**src/design/cdt_pkg.sv**
```systemverilog
// shared types, codes and the segment table for the countdown timer
// no dependencies
package cdt_pkg;

  localparam int SEC_W    = 10;
  localparam int PRE_W    = 16;
  localparam int ADC_W    = 10;
  localparam int SEG_W    = 7;
  localparam int CFG_W    = 16;
  localparam int CFG_IDX_W = 1;

  localparam logic [PRE_W-1:0] TICK_RELOAD_RST = 16'd250;
  localparam logic [SEC_W-1:0] MAX_SECONDS_RST = 10'd100;

  // reciprocal of ten, exact for all 10-bit samples
  localparam logic [7:0] RECIP10     = 8'd205;
  localparam int         RECIP10_SHR = 11;

  typedef enum logic [1:0] {
    EV_TICK   = 2'd0,
    EV_START  = 2'd1,
    EV_STOP   = 2'd2,
    EV_SAMPLE = 2'd3
  } event_t;

  typedef enum logic [CFG_IDX_W-1:0] {
    REG_TICK_RELOAD = 1'd0,
    REG_MAX_SECONDS = 1'd1
  } cfg_reg_t;

  typedef struct packed {
    logic [SEC_W-1:0] seconds;
    logic             running;
    logic             alarm;
  } status_t;

  function automatic logic [SEG_W-1:0] seg_of(input logic [3:0] digit);
    logic [SEG_W-1:0] pat;
    case (digit)
      4'd0:    pat = 7'h3F;
      4'd1:    pat = 7'h06;
      4'd2:    pat = 7'h5B;
      4'd3:    pat = 7'h4F;
      4'd4:    pat = 7'h66;
      4'd5:    pat = 7'h6D;
      4'd6:    pat = 7'h7D;
      4'd7:    pat = 7'h07;
      4'd8:    pat = 7'h7F;
      4'd9:    pat = 7'h6F;
      default: pat = 7'h00;
    endcase
    return pat;
  endfunction

endpackage

```
**src/design/countdown_timer_seven_segment_unit.sv**
```systemverilog
// countdown timer top level: event handling, config registers, output skid stage
// depends on cdt_pkg and cdt_seg_dec
//
//   channel | ports                        | carries
//   --------+------------------------------+-------------------------------
//   in      | in_valid/in_stall            | in_func, in_adc_value
//   out     | out_valid/out_stall          | seconds, flags, three segments
//   cfg     | cfg_we/cfg_index/cfg_wdata   | tick_reload, max_seconds
//
// one event per clock while in_stall is low; the timer state updates at the accepting
// edge and the result is shown from the output register, or waits in the skid entry.
// a two-entry output (register plus skid) keeps input taking beats while one
// result waits; in_stall rises only when both entries are full.
// rst_n is synchronous and clears state, flags and valids.
module countdown_timer_seven_segment_unit (
  input  logic                        clk,
  input  logic                        rst_n,
  input  logic                        in_valid,
  output logic                        in_stall,
  input  logic [1:0]                  in_func,
  input  logic [cdt_pkg::ADC_W-1:0]   in_adc_value,
  output logic                        out_valid,
  input  logic                        out_stall,
  output logic [cdt_pkg::SEC_W-1:0]   out_remaining_seconds,
  output logic                        out_is_running,
  output logic                        out_alarm_out,
  output logic [cdt_pkg::SEG_W-1:0]   out_hundreds_segments,
  output logic [cdt_pkg::SEG_W-1:0]   out_tens_segments,
  output logic [cdt_pkg::SEG_W-1:0]   out_ones_segments,
  input  logic                        cfg_we,
  input  logic [cdt_pkg::CFG_IDX_W-1:0] cfg_index,
  input  logic [cdt_pkg::CFG_W-1:0]   cfg_wdata
);
  import cdt_pkg::*;

  logic [PRE_W-1:0] tick_reload_r;
  logic [SEC_W-1:0] max_seconds_r;
  logic [PRE_W-1:0] pre_r, pre_nxt;
  status_t          st_r, st_nxt;
  status_t          out_r, skid_r;
  logic             out_v_r, skid_v_r;
  logic             in_acc, out_take;
  logic [SEC_W-1:0] sec_dec;
  logic [17:0]      adc_prod;
  logic [SEC_W-1:0] adc_div10;

  assign in_acc   = in_valid && !in_stall;
  assign out_take = out_v_r && !out_stall;
  assign in_stall = skid_v_r;

  // config registers
  always_ff @(posedge clk) begin
    if (!rst_n) begin
      tick_reload_r <= TICK_RELOAD_RST;
      max_seconds_r <= MAX_SECONDS_RST;
    end else if (cfg_we) begin
      unique case (cfg_reg_t'(cfg_index))
        REG_TICK_RELOAD: tick_reload_r <= cfg_wdata;
        REG_MAX_SECONDS: max_seconds_r <= cfg_wdata[SEC_W-1:0];
        default: ;
      endcase
    end
  end

  assign adc_prod  = {8'd0, in_adc_value} * {10'd0, RECIP10};
  assign adc_div10 = {3'd0, adc_prod[17:RECIP10_SHR]};
  assign sec_dec   = (st_r.running && st_r.seconds != '0) ? st_r.seconds - 1'b1
                                                          : st_r.seconds;

  always_comb begin
    st_nxt  = st_r;
    pre_nxt = pre_r;
    unique case (event_t'(in_func))
      EV_TICK: begin
        if (pre_r == '0) begin
          pre_nxt        = tick_reload_r;
          st_nxt.seconds = sec_dec;
          if (st_r.running && sec_dec == '0) begin
            st_nxt.running = 1'b0;
            st_nxt.alarm   = 1'b1;
          end
        end else begin
          pre_nxt = pre_r - 1'b1;
        end
      end
      EV_START: st_nxt.running = 1'b1;
      EV_STOP: begin
        st_nxt.running = 1'b0;
        st_nxt.alarm   = 1'b0;
      end
      EV_SAMPLE: begin
        // samples only load while stopped
        if (!st_r.running) begin
          st_nxt.seconds = (adc_div10 > max_seconds_r) ? max_seconds_r : adc_div10;
        end
      end
      default: ;
    endcase
  end

  always_ff @(posedge clk) begin
    if (!rst_n) begin
      st_r  <= '0;
      pre_r <= TICK_RELOAD_RST;
    end else if (in_acc) begin
      st_r  <= st_nxt;
      pre_r <= pre_nxt;
    end
  end

  // output register plus skid entry
  always_ff @(posedge clk) begin
    if (!rst_n) begin
      out_v_r  <= 1'b0;
      skid_v_r <= 1'b0;
    end else begin
      if (skid_v_r) begin
        if (out_take) begin
          out_v_r  <= 1'b1;
          skid_v_r <= 1'b0;
        end
      end else if (in_acc) begin
        if (!out_v_r || out_take) out_v_r  <= 1'b1;
        else                      skid_v_r <= 1'b1;
      end else if (out_take) begin
        out_v_r <= 1'b0;
      end
    end
  end

  always_ff @(posedge clk) begin
    if (skid_v_r) begin
      if (out_take) out_r <= skid_r;
    end else if (in_acc) begin
      if (!out_v_r || out_take) out_r  <= st_nxt;
      else                      skid_r <= st_nxt;
    end
  end

  assign out_valid             = out_v_r;
  assign out_remaining_seconds = out_r.seconds;
  assign out_is_running        = out_r.running;
  assign out_alarm_out         = out_r.alarm;

  cdt_seg_dec u_seg (
    .seconds      (out_r.seconds),
    .hundreds_seg (out_hundreds_segments),
    .tens_seg     (out_tens_segments),
    .ones_seg     (out_ones_segments)
  );

endmodule

```
**src/design/cdt_seg_dec.sv**
```systemverilog
// splits a seconds value into decimal digits and drives segment patterns
// depends on cdt_pkg
module cdt_seg_dec (
  input  logic [cdt_pkg::SEC_W-1:0] seconds,
  output logic [cdt_pkg::SEG_W-1:0] hundreds_seg,
  output logic [cdt_pkg::SEG_W-1:0] tens_seg,
  output logic [cdt_pkg::SEG_W-1:0] ones_seg
);
  import cdt_pkg::*;

  logic [3:0]  hund;
  logic [3:0]  tens;
  logic [3:0]  ones;
  logic [10:0] hund_x100;
  logic [6:0]  rem100;
  logic [6:0]  tens_x10;

  // independent compares against each hundred
  always_comb begin
    hund = 4'd0;
    for (int k = 1; k <= 10; k++) begin
      if ({1'b0, seconds} >= 11'(k * 100)) hund = 4'(k);
    end
  end

  assign hund_x100 = 11'(hund) * 11'd100;
  assign rem100    = 7'({1'b0, seconds} - hund_x100);

  always_comb begin
    tens = 4'd0;
    for (int k = 1; k <= 9; k++) begin
      if (rem100 >= 7'(k * 10)) tens = 4'(k);
    end
  end

  assign tens_x10 = 7'(tens) * 7'd10;
  assign ones     = 4'(rem100 - tens_x10);

  assign hundreds_seg = seg_of(hund);
  assign tens_seg     = seg_of(tens);
  assign ones_seg     = seg_of(ones);

endmodule

```
**config.mk**
```make
export PLATFORM = sky130hd
export DESIGN_NAME = countdown_timer_seven_segment_unit
export DESIGN_NICKNAME = d
export VERILOG_FILES = /design/src/design/cdt_pkg.sv /design/src/design/countdown_timer_seven_segment_unit.sv /design/src/design/cdt_seg_dec.sv
export SDC_FILE = /design/constraint.sdc
export NUM_CORES = 1
export LEC_CHECK = 0
export ABC_CLOCK_PERIOD_IN_PS = 6300
export BUFFER_PORTS_ARGS = -buffer_cell sky130_fd_sc_hd__buf_2
export CAP_MARGIN = 20
export CORE_UTILIZATION = 55
export CTS_BUF_LIST = sky130_fd_sc_hd__clkbuf_4 sky130_fd_sc_hd__clkbuf_8 sky130_fd_sc_hd__clkbuf_16
export CTS_CLUSTER_SIZE = 25
export DETAILED_ROUTE_END_ITERATION = 10
export GPL_ROUTABILITY_DRIVEN = 0
export PLACE_DENSITY = 0.79
export SYNTH_ARGS = -nofsm -noshare
export SYNTH_HDL_FRONTEND = slang
export SYNTH_SLANG_ARGS = --single-unit
```
**constraint.sdc**
```tcl
create_clock -name clk -period 6.3 [get_ports clk]
set_input_delay 0.315 -clock clk [delete_from_list [all_inputs] [get_ports clk]]
set_output_delay 0.315 -clock clk [all_outputs]
set_load 0.05 [all_outputs]
```
# [Word-level counts from Yosys, hierarchy flattened]
# Memories as Yosys holds them, arrays and structs flattened.
# Cells that the tools add are included.
# W data, S select, Z words.
[word_totals] reg_bits=80 out_inout_bits=35 ramBits=0 romBits=336 latchBits=0 elab_cells=114 n_memories=3
[mem_list] name="(name not given)" depth=16 word_bits=7 read_ports=1 rd_ports_with_merged_regs=0 write_ports=0 line="cdt_pkg.sv:39" text="case (digit)"
[mem_list] name="(name not given)" depth=16 word_bits=7 read_ports=1 rd_ports_with_merged_regs=0 write_ports=0 line="cdt_pkg.sv:39"
[mem_list] name="(name not given)" depth=16 word_bits=7 read_ports=1 rd_ports_with_merged_regs=0 write_ports=0 line="cdt_pkg.sv:39"
[classes] addsub=4 mul=3 mux=41 order_cmp=20 eq_ne=5 reduce_logical=21 n_bitwise=3 shifts=0 n_div=0
[ops] cell="$mux W12" count=5
[ops] cell="$ge A10 B10 Y1 const B" count=5
[ops] cell="$ge A10 B9 Y1 const B" count=3
[ops] cell="$mux W10" count=3
[ops] cell="$mux W3" count=8
[ops] cell="$ge A7 B6 Y1 const B" count=3
[ops] cell="$ge A7 B7 Y1 const B" count=3
[ops] cell="$mux W4" count=5
[ops] cell="$pmux W10 S2" count=1
[ops] cell="$mul A10 B8 Y18 const B" count=1
[ops] cell="$logic_not A16 Y1" count=1
[ops] cell="$mux W16" count=1
[ops] cell="$sub A16 B1 Y16 const B" count=1
[ops] cell="$ge A7 B5 Y1 const B" count=2
[ops] cell="$mux W1" count=11
[ops] cell="$ge A10 B7 Y1 const B" count=1
[ops] cell="$ge A10 B8 Y1 const B" count=1
[ops] cell="$gt A7 B10 Y1" count=1
[ops] cell="$logic_not A10 Y1" count=1
[ops] cell="$mux W2" count=5
[ops] cell="$reduce_bool A10 Y1" count=1
[ops] cell="$sub A10 B1 Y10 const B" count=1
[ops] cell="$reduce_and A3 Y1" count=3
[ops] cell="$ge A7 B4 Y1 const B" count=1
[ops] cell="other kinds (17)" count=29

# [Depth between registers and ports, before layout]
# An unclocked memory read counts as a cell.
[logic_depth] depth_word=26 depth_mapped=24 ltp_nobuf=23

# [Hierarchy]
# A second synthesis with hierarchy kept.
[unflattened] cells_unflattened=867 area_unflattened_um2=7030.5
[modules_own_cells] module="countdown_timer_seven_segment_unit" seq_area_each_um2=1841.8 n_inst=1 area_per_inst_um2=5684.2 cells_per_inst=674
[modules_own_cells] module="cdt_seg_dec" seq_area_each_um2=0.0 n_inst=1 area_per_inst_um2=1346.3 cells_per_inst=193

# [Worst setup path before layout]
# No wires, ideal clock.
[synth_timing] path_type="register -> output" start="reg out_r (netlist bit out_remaining_seconds[7])" end="out out_ones_segments[4] in the netlist's numbering" path_slack_ns=-0.092 arrival_ns=6.077 required_ns=5.985 path_stages_with_launch=19 path_cell_list="edfxtp_1 > clkbuf_1 > o311ai_0 > inv_1 > o32a_1 > or2_2 > inv_1 > ha_1 > inv_1 > ha_1 > xnor2_1 > mux2_2 > o211ai_1 > a32o_1 > a21oi_1 > ha_1 > fa_1 > xor2_1 > o21ai_0"
[synth_between] elab_chain_cells=26 word_cells_on_any_way=43
[synth_rtl] item="from (decl)" line="countdown_timer_seven_segment_unit.sv:40" text="status_t out_r, skid_r;"
[synth_rtl] item="from (signal assigned)" line="countdown_timer_seven_segment_unit.sv:133" text="if (out_take) out_r <= skid_r;"
[synth_rtl] item="from (signal assigned)" line="countdown_timer_seven_segment_unit.sv:135" text="if (!out_v_r || out_take) out_r <= st_nxt;"
[synth_rtl] item="$ge A10 B7 Y1" line="cdt_seg_dec.sv:22" text="if ({1'b0, seconds} >= 11'(k * 100)) hund = 4'(k);"
[synth_rtl] item="$mux W1" line="cdt_seg_dec.sv:22"
[synth_rtl] item="$mux W2 (2 in series)" line="cdt_seg_dec.sv:22"
[synth_rtl] item="$mux W3 (4 in series)" line="cdt_seg_dec.sv:22"
[synth_rtl] item="$mux W4 (2 in series)" line="cdt_seg_dec.sv:22"
[synth_rtl] item="$mux W4 *" line="cdt_seg_dec.sv:22"
[synth_rtl] item="$mul A4 B5 Y5 *" line="cdt_seg_dec.sv:26" text="assign hund_x100 = 11'(hund) * 11'd100;"
[synth_rtl] item="$sub A7 B7 Y7 *" line="cdt_seg_dec.sv:27" text="assign rem100 = 7'({1'b0, seconds} - hund_x100);"
[synth_rtl] item="$ge A7 B4 Y1" line="cdt_seg_dec.sv:32" text="if (rem100 >= 7'(k * 10)) tens = 4'(k);"
[synth_rtl] item="$mux W1" line="cdt_seg_dec.sv:32"
[synth_rtl] item="$mux W2 (2 in series)" line="cdt_seg_dec.sv:32"
[synth_rtl] item="$mux W3 (4 in series)" line="cdt_seg_dec.sv:32"
[synth_rtl] item="$mux W4 (2 in series)" line="cdt_seg_dec.sv:32"
[synth_rtl] item="$mul A4 B3 Y3" line="cdt_seg_dec.sv:36" text="assign tens_x10 = 7'(tens) * 7'd10;"
[synth_rtl] item="$sub A4 B4 Y4 *" line="cdt_seg_dec.sv:37" text="assign ones = 4'(rem100 - tens_x10);"
[synth_rtl] item="$mem_v2 Z16 W7 *"
[synth_rtl] item="to (decl)" line="countdown_timer_seven_segment_unit.sv:29" text="output logic [cdt_pkg::SEG_W-1:0] out_ones_segments,"
# Every way passes the cells marked *; elsewhere a longest branch is shown, timed or not.

==> metrics.txt <==
status finished clean; critical path's slowest cell fa_1; port bufs 68; Hold Vio Cnt, Final 0; hold crit path type input pin to flip-flop; total grt overflow 0; post-synth cell types between 70 and 80; Die Span X around 110 µm; via count of the routed design just under 6k; Synth Area in Adders between 20 and 25%; first-pass GRT wire length 25010 µm; Worst path max stage delay 0.53 ns; share of Yosys cell area claimed by the top area cell type 16.44%; Worst Path Max Fanout 6; Crit. End Element flip-flop; Tot GR Track Use 23.66%; Reg clk slew, reported paths ~0.060 ns; largest family of logic cells by synthesized area adder cells; post-layout min period 6.005 ns; total wire length 14510 µm; post-route ant nets 0; WL/cell ~14 µm; maximum clock path buffer count 2; most frequent cells after synthesis nand2_1, ha_1, inv_1, a21oi_1, dfxtp_1; die footprint 0.01284 mm²; Filler Cells Inserted 1045; Skew-Pair Late Insertion Delay roughly 0.34 ns; finished layout cell area a little under 0.008 mm²; crit share post-route between 90% and 100%; layout cells sized above 1 15.68%; register area share after synthesis between 20 and 30%; dominant cell type by area after synthesis dfxtp_1; Initial DRC Count between 400 and 500; Starting Density between 50% and 60%; synthesis-to-finish area growth 13.27%; Post-Syn Nets approximately 960; vias in the first global route 5519; clk_skew 0.008509 ns; Antenna Cells 0; Nets 1027; Worst Path Required 6.38 ns; root buffer cell clkbuf_16; Synth Cell Area 0.006818 mm²; Post-synth ARST share 0%; Vias per Instance about 5.6; RSZ-0062 raised after global routing no; Die Ht ~110 µm; Placed Area 0.007305 mm²; drt pass-1 iters 5; I/O Pins 69; multiplexer share of the synthesized area 3.120%; fmax 166.5 MHz; Maximum Capacitance Violations 0; complex-gate fraction of the synthesized area between 10% and 20%; largest net degree at the start of global routing 23; CP arrival slightly above 6 ns; ys flop type dfxtp_1; Cell Chain, Critical Path buf_2 > ha_1 > inv_1 > fa_1 > inv_1 > fa_1 > fa_1 > ha_1 > a21o_1 > a21o_1 > o31a_1 > buf_4 > o21ai_0 > xor2_1 > inv_1 > ha_1 > nand4_1 > o22ai_1 > or4_1 > or2_2 > nor2_1 > a211oi_1 > a221o_1 > mux2_2; CTS H-Tree Depth 3; post-synthesis cell count 823; Mean Syn Cell Area 8.284 µm²; Core Area 0.01206 mm²; CTS tree built; final setup violation count 0; initial antenna violation count 0; critical path class input pin to flip-flop; clock sinks 80; WHS 0.2056 ns; Max-slew headroom roughly 32%; XOR/XNOR Fraction of Synth Area 2.569%; site row count 40; Worst Setup SP in_adc_value[3]; Post-Synth Simple-Gate Area between 15 and 20%; min-delay src cfg_wdata[12]; Post-synth EDFFs 24; cell with the most instances after synthesis nand2_1; measured slew at the worst slew-check pin 1.015 ns; warning count from the yosys run 0; FF-to-FF Start pre_r[2]$_SDFFE_PN0P_; Num CTS Buffers 9; Area contributors post-synth dfxtp_1, ha_1, edfxtp_1, nand2_1, fa_1; # DRC 0; Synth Register Bits 80; hpwl dp 10990 µm; final slew viol count 0; startpoint types input pin
## cells by family (layout without fill, tap and decap cells)
group           Yosys count  in the layout
xor+xnor                 20             20
buf+inv                 115            185
simple gates            280            280
fa+ha+maj               106            106
flops                    80             80
compound gates          203            203
mux                      19             19
## critical path, delay by kind of cell
family                   cells  cell delay (ns)
XOR/XNOR                     1             0.24
buffers and inverters        5             0.46
AND/OR/NAND/NOR              4             1.01
adder cells (fa/ha/maj)      6             2.43
AO/OA/AOI/OAI                7             1.36
multiplexers                 1             0.26
## per-layer routing
layer | up-vias | GRT usage (%) | part of all wire [%]
li1 | 3029 | - | -
met2 | 143 | 41.02 | 48
met5 | - | 0 | 0
met4 | 0 | 6.316 | 1.3
met3 | 20 | 3.428 | 4.1
met1 | 2753 | 30.81 | 46
## placed cells by master (no fill, tap or decap), types with 5 or more instances in the layout
cell,n
fa_1,18
a211oi_1,9
nor2b_1,13
buf_4,20
xor2_1,5
o21ai_0,43
a21oi_1,61
mux2_2,14
xnor2_1,12
nand3_1,20
a21o_1,10
or2_2,7
dfxtp_1,56
o211ai_1,13
or3_1,9
ha_1,86
nor2_1,52
o22ai_1,6
nor3_1,15
edfxtp_1,24
a31oi_1,8
and2_1,6
nand2b_1,16
inv_1,80
o31ai_1,9
buf_2,66
clkbuf_16,10
nand2_1,113
## flip-flops by register name (all words and copies together), names as in the netlist
name                   flops
out_remaining_seconds     10
out_alarm_out              1
out_is_running             1
skid_r                    12
tick_reload_r             16
max_seconds_r             10
out_valid                  1
in_stall                   1
pre_r                     16
st_r                      12
## metrics by stage
step	cells	setup slack (ns)	utilization (%)	setup TNS, ns
finish	1061	0.2951	64.02	0
global route	1061	0.0003215	64.02	0
CTS	1055	0.1130	63.33	0
detailed placement	1039	-0.05134	60.56	-0.05197
global placement	1038	0.05614	60.50	0
floorplan	823	0.07157	-	0
## worst paths after layout
kind	cells past startpoint	slack, ns	end
worst max-delay path	24	0.30	out_remaining_seconds[4]$_DFFE_PP_
worst min-delay path	3	0.21	tick_reload_r[12]$_SDFFE_PN0P_
worst max register to register	9	2.36	out_is_running$_DFFE_PP_
worst min register to register	2	0.45	tick_reload_r[9]$_SDFFE_PN0P_
## final cells by class
type / instances / area (µm²) / share of cell area [%]
tap: 168 / 210.2 / 2.722
timing repair buffer: 88 / 495.5 / 6.416
multi-input combinational: 628 / 4537 / 58.75
clock inverter: 4 / 56.30 / 0.7291
sequential: 80 / 1842 / 23.85
inverter: 81 / 304.0 / 3.937
clock buffer: 12 / 277.8 / 3.597
## repair_timing
action	4_1_cts	5_1_grt
hold buffers	0	0
gates resized for setup	0	10
setup endpoints to repair	0	8
buffers inserted	0	6
Power is left out: the tool's default activity adds up to more than one toggle a clock period on the data nets, which glitch-free logic cannot reach.
